### src/rtl/ssi_pkg.sv
// ----------------------------------------------------------------------------
// ssi_pkg
// Shared types and constants of the sorted set insert unit: controller
// states, datapath command and status bundles, fixed field widths.
// ----------------------------------------------------------------------------
package ssi_pkg;

  localparam int KEY_W   = 32;
  localparam int IDX_W   = 6;
  localparam int OUT_C_W = 7;

  localparam logic KIND_INSERT = 1'b0;
  localparam logic KIND_READ   = 1'b1;

  typedef enum logic [2:0] {
    ST_IDLE,
    ST_SEARCH,
    ST_COMPARE,
    ST_SHIFT_WR,
    ST_SHIFT_RD,
    ST_FINISH
  } ssi_state_t;

  typedef struct packed {
    logic start;     // capture request, init search bounds and shift pointer
    logic srch_rd;   // read the probe entry
    logic srch_upd;  // compare probe entry, narrow bounds
    logic sh_rd;     // read the entry below the shift pointer
    logic sh_wr;     // write it one place up, step pointer down
    logic key_wr;    // write the new key at its position, bump count
    logic rd_rd;     // read the entry for a read request
    logic finish;    // load the result register
  } ssi_cmd_t;

  typedef struct packed {
    logic is_read;
    logic lo_lt_hi;
    logic ptr_gt_pos;
    logic dup;
    logic full;
    logic out_free;
  } ssi_status_t;

endpackage

### src/rtl/ssi_ctrl.sv
// ----------------------------------------------------------------------------
// ssi_ctrl
// Sequencer of the sorted set insert unit: binary search, shift-up loop,
// key write, indexed read and result hand-off.
// ----------------------------------------------------------------------------
module ssi_ctrl (
  input  logic                clk,
  input  logic                rst,
  input  logic                in_valid,
  output logic                in_ready,
  input  ssi_pkg::ssi_status_t status,
  output ssi_pkg::ssi_cmd_t    cmd
);
  import ssi_pkg::*;

  ssi_state_t state, state_next;

  always_ff @(posedge clk) begin
    if (rst) begin
      state <= ST_IDLE;
    end else begin
      state <= state_next;
    end
  end

  always_comb begin
    state_next = state;
    cmd        = '0;
    in_ready   = 1'b0;
    unique case (state)
      ST_IDLE: begin
        in_ready = 1'b1;
        if (in_valid) begin
          cmd.start  = 1'b1;
          state_next = ST_SEARCH;
        end
      end
      ST_SEARCH: begin
        if (status.is_read) begin
          cmd.rd_rd  = 1'b1;
          state_next = ST_FINISH;
        end else if (status.lo_lt_hi) begin
          cmd.srch_rd = 1'b1;
          state_next  = ST_COMPARE;
        end else if (status.dup || status.full) begin
          state_next = ST_FINISH;
        end else if (status.ptr_gt_pos) begin
          cmd.sh_rd  = 1'b1;
          state_next = ST_SHIFT_WR;
        end else begin
          cmd.key_wr = 1'b1;
          state_next = ST_FINISH;
        end
      end
      ST_COMPARE: begin
        cmd.srch_upd = 1'b1;
        state_next   = ST_SEARCH;
      end
      ST_SHIFT_WR: begin
        cmd.sh_wr  = 1'b1;
        state_next = ST_SHIFT_RD;
      end
      ST_SHIFT_RD: begin
        if (status.ptr_gt_pos) begin
          cmd.sh_rd  = 1'b1;
          state_next = ST_SHIFT_WR;
        end else begin
          cmd.key_wr = 1'b1;
          state_next = ST_FINISH;
        end
      end
      ST_FINISH: begin
        if (status.out_free) begin
          cmd.finish = 1'b1;
          state_next = ST_IDLE;
        end
      end
      default: begin
        state_next = ST_IDLE;
      end
    endcase
  end

endmodule

### src/rtl/ssi_datapath.sv
// ----------------------------------------------------------------------------
// ssi_datapath
// Key store, search bounds, shift pointer, entry count and result register
// of the sorted set insert unit.
// ----------------------------------------------------------------------------
module ssi_datapath #(
  parameter int CAPACITY = 64
) (
  input  logic                               clk,
  input  logic                               rst,
  input  ssi_pkg::ssi_cmd_t                  cmd,
  output ssi_pkg::ssi_status_t               status,
  input  logic                               kind,
  input  logic signed [ssi_pkg::KEY_W-1:0]   new_key,
  input  logic [ssi_pkg::IDX_W-1:0]          read_index,
  output logic                               out_valid,
  input  logic                               out_ready,
  output logic                               inserted,
  output logic                               duplicate,
  output logic                               full_drop,
  output logic [ssi_pkg::OUT_C_W-1:0]        position,
  output logic [ssi_pkg::OUT_C_W-1:0]        entry_count,
  output logic signed [ssi_pkg::KEY_W-1:0]   read_key
);
  import ssi_pkg::*;

  localparam int AW   = $clog2(CAPACITY);
  localparam int CW   = $clog2(CAPACITY + 1);
  localparam int IW   = (CW > IDX_W) ? CW : IDX_W;
  localparam int OW   = (CW > OUT_C_W) ? CW : OUT_C_W;
  localparam logic [CW-1:0] CAP_C = CW'(CAPACITY);

  logic signed [KEY_W-1:0] store [CAPACITY];
  logic signed [KEY_W-1:0] rdata;
  logic                    rd_en;
  logic [AW-1:0]           rd_addr;
  logic                    wr_en;
  logic [AW-1:0]           wr_addr;
  logic signed [KEY_W-1:0] wr_data;

  logic                    kind_r;
  logic signed [KEY_W-1:0] key;
  logic [IW-1:0]           ridx;
  logic                    rd_hit;
  logic                    full_r;
  logic [CW-1:0]           count;
  logic [CW-1:0]           lo;
  logic [CW-1:0]           hi;
  logic [CW-1:0]           ptr;
  logic                    dup;
  logic [CW:0]             lo_hi_sum;
  logic [AW-1:0]           mid;
  logic [IW-1:0]           ridx_next;
  logic [OW-1:0]           pos_wide;
  logic [OW-1:0]           cnt_wide;

  assign lo_hi_sum = {1'b0, lo} + {1'b0, hi};
  assign mid       = lo_hi_sum[AW:1];
  assign ridx_next = IW'(read_index);

  // key store: one write and one registered read per cycle
  always_comb begin
    rd_en   = cmd.srch_rd | cmd.sh_rd | cmd.rd_rd;
    rd_addr = ridx[AW-1:0];
    if (cmd.srch_rd) begin
      rd_addr = mid;
    end else if (cmd.sh_rd) begin
      rd_addr = AW'(ptr - CW'(1));
    end
    wr_en   = cmd.sh_wr | cmd.key_wr;
    wr_addr = cmd.sh_wr ? ptr[AW-1:0] : lo[AW-1:0];
    wr_data = cmd.sh_wr ? rdata : key;
  end

  always_ff @(posedge clk) begin
    if (wr_en) begin
      store[wr_addr] <= wr_data;
    end
    if (rd_en) begin
      rdata <= store[rd_addr];
    end
  end

  // request capture, search and shift bookkeeping
  always_ff @(posedge clk) begin
    if (cmd.start) begin
      kind_r <= kind;
      key    <= new_key;
      ridx   <= ridx_next;
      rd_hit <= ridx_next < IW'(count);
      // full state as seen by this request, before its own key goes in
      full_r <= (count == CAP_C);
      lo     <= '0;
      hi     <= count;
      ptr    <= count;
      dup    <= 1'b0;
    end else begin
      if (cmd.srch_upd) begin
        if (rdata < key) begin
          lo <= CW'(mid) + CW'(1);
        end else begin
          hi <= CW'(mid);
          if (rdata == key) begin
            dup <= 1'b1;
          end
        end
      end
      if (cmd.sh_wr) begin
        ptr <= ptr - CW'(1);
      end
    end
  end

  always_ff @(posedge clk) begin
    if (rst) begin
      count <= '0;
    end else if (cmd.key_wr) begin
      count <= count + CW'(1);
    end
  end

  assign status.is_read    = (kind_r == KIND_READ);
  assign status.lo_lt_hi   = lo < hi;
  assign status.ptr_gt_pos = ptr > lo;
  assign status.dup        = dup;
  assign status.full       = full_r;
  assign status.out_free   = !out_valid || out_ready;

  assign pos_wide = OW'(lo);
  assign cnt_wide = OW'(count);

  // result register
  always_ff @(posedge clk) begin
    if (rst) begin
      out_valid <= 1'b0;
    end else if (cmd.finish) begin
      out_valid <= 1'b1;
    end else if (out_ready) begin
      out_valid <= 1'b0;
    end
  end

  always_ff @(posedge clk) begin
    if (cmd.finish) begin
      entry_count <= cnt_wide[OUT_C_W-1:0];
      if (kind_r == KIND_READ) begin
        inserted  <= 1'b0;
        duplicate <= 1'b0;
        full_drop <= 1'b0;
        position  <= rd_hit ? OUT_C_W'(ridx) : '0;
        read_key  <= rd_hit ? rdata : '0;
      end else begin
        inserted  <= !dup && !status.full;
        duplicate <= dup;
        full_drop <= !dup && status.full;
        position  <= pos_wide[OUT_C_W-1:0];
        read_key  <= '0;
      end
    end
  end

endmodule

### src/rtl/sorted_set_insert_unit.sv
// An insert runs S binary search steps (up to ceil(log2(n+1)) for n stored keys), then,
// if it goes in, shifts M = n - position entries up; a read fetches its entry without a
// search. The unit takes one request at a time, with in_ready high only while idle, and the
// key store serves one access at a time; a result held by out_ready low stalls the unit in
// its finish state. Reset clears the entry count and handshake state; store contents stay
// undefined.
// ----------------------------------------------------------------------------
// sorted_set_insert_unit
// Ascending set of distinct signed keys with insert (binary search, shift-up)
// and indexed read, built as a controller and a datapath.
// ----------------------------------------------------------------------------
module sorted_set_insert_unit #(
  parameter int CAPACITY = 64
) (
  input  logic                               clk,
  input  logic                               rst,
  input  logic                               in_valid,
  output logic                               in_ready,
  input  logic                               kind,
  input  logic signed [ssi_pkg::KEY_W-1:0]   new_key,
  input  logic [ssi_pkg::IDX_W-1:0]          read_index,
  output logic                               out_valid,
  input  logic                               out_ready,
  output logic                               inserted,
  output logic                               duplicate,
  output logic                               full_drop,
  output logic [ssi_pkg::OUT_C_W-1:0]        position,
  output logic [ssi_pkg::OUT_C_W-1:0]        entry_count,
  output logic signed [ssi_pkg::KEY_W-1:0]   read_key
);
  import ssi_pkg::*;

  ssi_cmd_t    cmd;
  ssi_status_t status;

  ssi_ctrl u_ctrl (
    .clk      (clk),
    .rst      (rst),
    .in_valid (in_valid),
    .in_ready (in_ready),
    .status   (status),
    .cmd      (cmd)
  );

  ssi_datapath #(
    .CAPACITY (CAPACITY)
  ) u_datapath (
    .clk         (clk),
    .rst         (rst),
    .cmd         (cmd),
    .status      (status),
    .kind        (kind),
    .new_key     (new_key),
    .read_index  (read_index),
    .out_valid   (out_valid),
    .out_ready   (out_ready),
    .inserted    (inserted),
    .duplicate   (duplicate),
    .full_drop   (full_drop),
    .position    (position),
    .entry_count (entry_count),
    .read_key    (read_key)
  );

endmodule

### config.mk
export PLATFORM = sky130hd
export DESIGN_NAME = sorted_set_insert_unit
export DESIGN_NICKNAME = d
export VERILOG_FILES = /design/src/rtl/ssi_pkg.sv /design/src/rtl/ssi_ctrl.sv /design/src/rtl/ssi_datapath.sv /design/src/rtl/sorted_set_insert_unit.sv
export SDC_FILE = /design/constraint.sdc
export NUM_CORES = 2
export LEC_CHECK = 0
export BUFFER_PORTS_ARGS = -buffer_cell sky130_fd_sc_hd__clkbuf_2
export CORE_MARGIN = 10
export CORE_UTILIZATION = 55
export CTS_CLUSTER_DIAMETER = 200
export DETAILED_ROUTE_END_ITERATION = 16
export PLACE_DENSITY = 0.79
export SLEW_MARGIN = 0
export SYNTH_ARGS = -nofsm -noshare
export SYNTH_HDL_FRONTEND = slang
export SYNTH_SLANG_ARGS = --single-unit
### constraint.sdc
create_clock -name clk -period 13.9 [get_ports clk]
set_input_delay 2.085 -clock clk [delete_from_list [all_inputs] [get_ports clk]]
set_output_delay 2.085 -clock clk [all_outputs]
set_load 0.05 [all_outputs]
==> summary.txt <==
Floorplanning
  • Core area: between 0.15 and 0.2 mm^2
  • Die ar.: 0.175 mm^2
  • Initial Util: 0.555
  • Std cell rows: ~150
  • Chip Width: 418 um
  • Die span in y: ~420 um
  • Num ports: between 90 and 100

Clocking
  • Max Root-Sink Buffers: 3
  • CTS Hold Buffers Added: 0
  • Total number of H-tree levels: 4
  • CTS resizes: 0
  • Num CTS Buffers: between 200 and 250
  • Clock Sinks: roughly 2,200
  • CTS Root Cell: clkbuf_16
  • CTS tree: yes
  • Clk_lat worst skew: 0.83 ns
  • Post-CTS setup buffer count: 0
  • Clock transition at path regs: around 0.06 ns

Logic synthesis
  • Part of the Yosys area used for sequential elements: 0.758
  • Synth async-reset ratio: 0
  • EDFF count, synth: 2,184
  • Ys flop type: edfxtp_1
  • Syn Nets: slightly above 5,000
  • Synth cell count leaders: 2,184 x edfxtp_1, 619 x nand2_1, 270 x mux4_2
  • Share of the synthesized area in the top cell type: 0.753
  • Top cells by area, synth: edfxtp_1 75%, mux4_2 7.0%, nand2_1 2.7%, mux2i_1 2.6%, a21oi_1 1.1%
  • Netlist Area Pre-Place: between 0.08 and 0.09 mm^2
  • Yosys warning count: 0
  • Cell with the most instances after synthesis: edfxtp_1
  • Top cell type by total area after synthesis: edfxtp_1
  • Netlist cell types: 80
  • Register bit total from synthesis: between 2,000 and 2,500
  • Synth Instances: about 5,000
  • Avg Synthesized Cell Area: between 15 and 20 um^2

Timing
  • Worst-margin pin slew: around 1.5 ns
  • Slew Limit Headroom: 0.000757
  • Hold Worst Slack: ~0.44 ns
  • Final setup skew: between 0.03 and 0.04 ns
  • Tmin final: slightly above 7 ns
  • Post-route setup TNS: 0 ns
  • Achievable Freq: about 140 MHz
  • Final number of hold-violating endpoints: 0
  • Final period utilization: 0.521
  • Final setup vio count: 0
  • RSZ-0062 raised after global routing: false
  • Fin. max-slew vios: 0

Power
  • Largest vdd supply drop: approximately 0.00016 V
  • Power per standard cell area: about 200 mW/mm^2
  • Leakage power total: roughly 32 nW

Run status
  • Failing checks: capacitance limit
  • Outcome: finished, violations left

Detailed routing
  • Drt drc: 0
  • Avg Vias per Cell: around 7.0
  • DRT antenna net count: 0
  • Pre-antenna DRT Iters: 7
  • Vias: ~52,000
  • WL final: 261 mm
  • DR WL/cell: around 35 um
  • Iteration-0 DRC Markers: between 9,000 and 10,000

Global routing
  • Global-route usage over all layers: 0.293
  • Initial antenna violation count: 25
  • Vias in the first global route: about 51,000
  • Grt total ovfl: 0
  • Largest net degree at the start of global routing: 122
  • First-pass GRT wire length: approximately 370 mm

Critical path
  • RR Startpoint: u_datapath.lo[5]
  • Buf/Inv on CP: 3
  • R2R cell count: 12
  • Crit-path max cell delay: 0.88 ns
  • Critical-path cell list: ha_1 -> o2111ai_2 -> or3_1 -> a21oi_4 -> o211a_4 -> buf_4 -> buf_4 -> buf_4 -> mux4_2 -> o221ai_1 -> a21oi_1 -> or4b_1
  • Critical path type: reg2reg
  • FF-to-FF setup slack: around 6.7 ns
  • Crit path DAT: approximately 7.8 ns
  • Crit path from: u_datapath.lo[5]
  • Type of origin of the critical path: register
  • Critical path's slowest cell: o211a_4
  • Reg2reg end: u_datapath.rdata[16]
  • Levels on crit path: 12
  • CP top delay family: buffers and inverters
  • CP most frequent cell: buf_4
  • Setup crit end: u_datapath.rdata[16]
  • Critical Path Fanout Max: between 50 and 60
  • CP endpoint kind: register
  • Worst EP required: ~14 ns

Placement
  • Port Buffers: 93
  • HPWL after DPL: 144 mm
  • Gpl congestion: 0.922

Layout
  • Fraction of layout cells with a size suffix above 1: 0.185
  • Layout area overhead: 11.9%
  • Fin util: 0.622
  • # nets final: between 5,000 and 6,000

Run
  • Max Cap Violations: 1

Min path
  • Worst Hold Class: reg2reg
==> power breakdown <==
group	total (mW)	internal, mW	switching [mW]	leakage, nW
combinational	5.69	1.73	3.96	8.77
clock	5.39	2.97	2.42	3.10
sequential	7.97	7.77	0.201	19.8
==> worst min path at each step <==
stage                                 startpoint                   endpoint  slack, ns  cells past startpoint
final                     u_datapath.cnt_wide[6]  u_datapath.entry_count[6]       0.44                      0
after global routing      u_datapath.cnt_wide[6]  u_datapath.entry_count[6]       0.46                      0
after CTS                 u_datapath.cnt_wide[6]  u_datapath.entry_count[6]       0.45                      0
after detailed placement  u_datapath.cnt_wide[6]  u_datapath.entry_count[6]       0.42                      0
after global placement    u_datapath.cnt_wide[6]  u_datapath.entry_count[6]       0.42                      0
after floorplan           u_datapath.cnt_wide[6]  u_datapath.entry_count[6]       0.41                      0
==> layout make-up <==
| cell class | instances | area [um^2] |
|---|---|---|
| clock buffers | 244 | 5260 |
| fillers | 10300 | 59300 |
| inverters | 66 | 248 |
| multi-input cells | 2425 | 20400 |
| repair buffers | 272 | 1880 |
| diodes | 9 | 22.5 |
| clock inverters | 122 | 1080 |
| well taps | 2058 | 2570 |
| flip-flops and latches | 2203 | 66000 |
==> routing by layer <==
metal,share of wire,vias up,GRT usage
met5,0.00089,-,0
met4,0.073,30,0.183
met3,0.16,1030,0.116
met2,0.44,4737,0.433
met1,0.32,25800,0.363
li1,-,20300,-
==> placed cells by master, fill, tap and decap left out, types with 82 or more instances in the layout <==
cell / synthesis / layout
edfxtp_1: 2184 / 2184
nand2_1: 619 / 618
mux4_2: 270 / 270
mux2i_1: 224 / 224
clkbuf_16: 0 / 204
a21oi_1: 184 / 183
buf_4: 24 / 173
nand3_1: 161 / 159
a32oi_1: 94 / 94
clkbuf_2: 0 / 93
nor3_1: 88 / 82
==> cell families (layout without fill, tap and decap cells) <==
family | after synthesis | in the layout | share of synthesized area
other | 0 | 9 | 0
muxes | 518 | 518 | 0.0987
adders and majority gates | 60 | 60 | 0.00871
and+or+nand+nor | 1127 | 1127 | 0.0569
DFF | 2203 | 2203 | 0.758
buffers and inverters | 339 | 704 | 0.0196
xor gates and xnor gates | 17 | 17 | 0.00171
AOI/OAI and AO/OA | 703 | 703 | 0.0567
==> registers in the layout, summed over array words and instances, names as in the netlist, 6 cells and up <==
| register | count |
|---|---|
| u_datapath.key | 32 |
| u_datapath.read_key | 32 |
| u_datapath.rdata | 32 |
| u_datapath.entry_count | 7 |
| u_datapath.store | 2048 |
| u_datapath.lo | 7 |
| u_datapath.ptr | 7 |
| u_datapath.hi | 7 |
| u_datapath.cnt_wide | 7 |
| u_datapath.ridx | 6 |
| u_datapath.position | 7 |
==> per-stage QoR <==
step	power, mW	worst slack, ns	cells	instance area (um^2)
after floorplan	11.4	7.85	4967	87100
after global placement	13.4	6.83	7024	91100
after detailed placement	13.5	6.74	7024	91100
after CTS	18.8	6.70	7390	97400
after global routing	19.4	6.26	7393	97400
final	19.1	6.65	7399	97400
(Power assumes the default switching activity.)
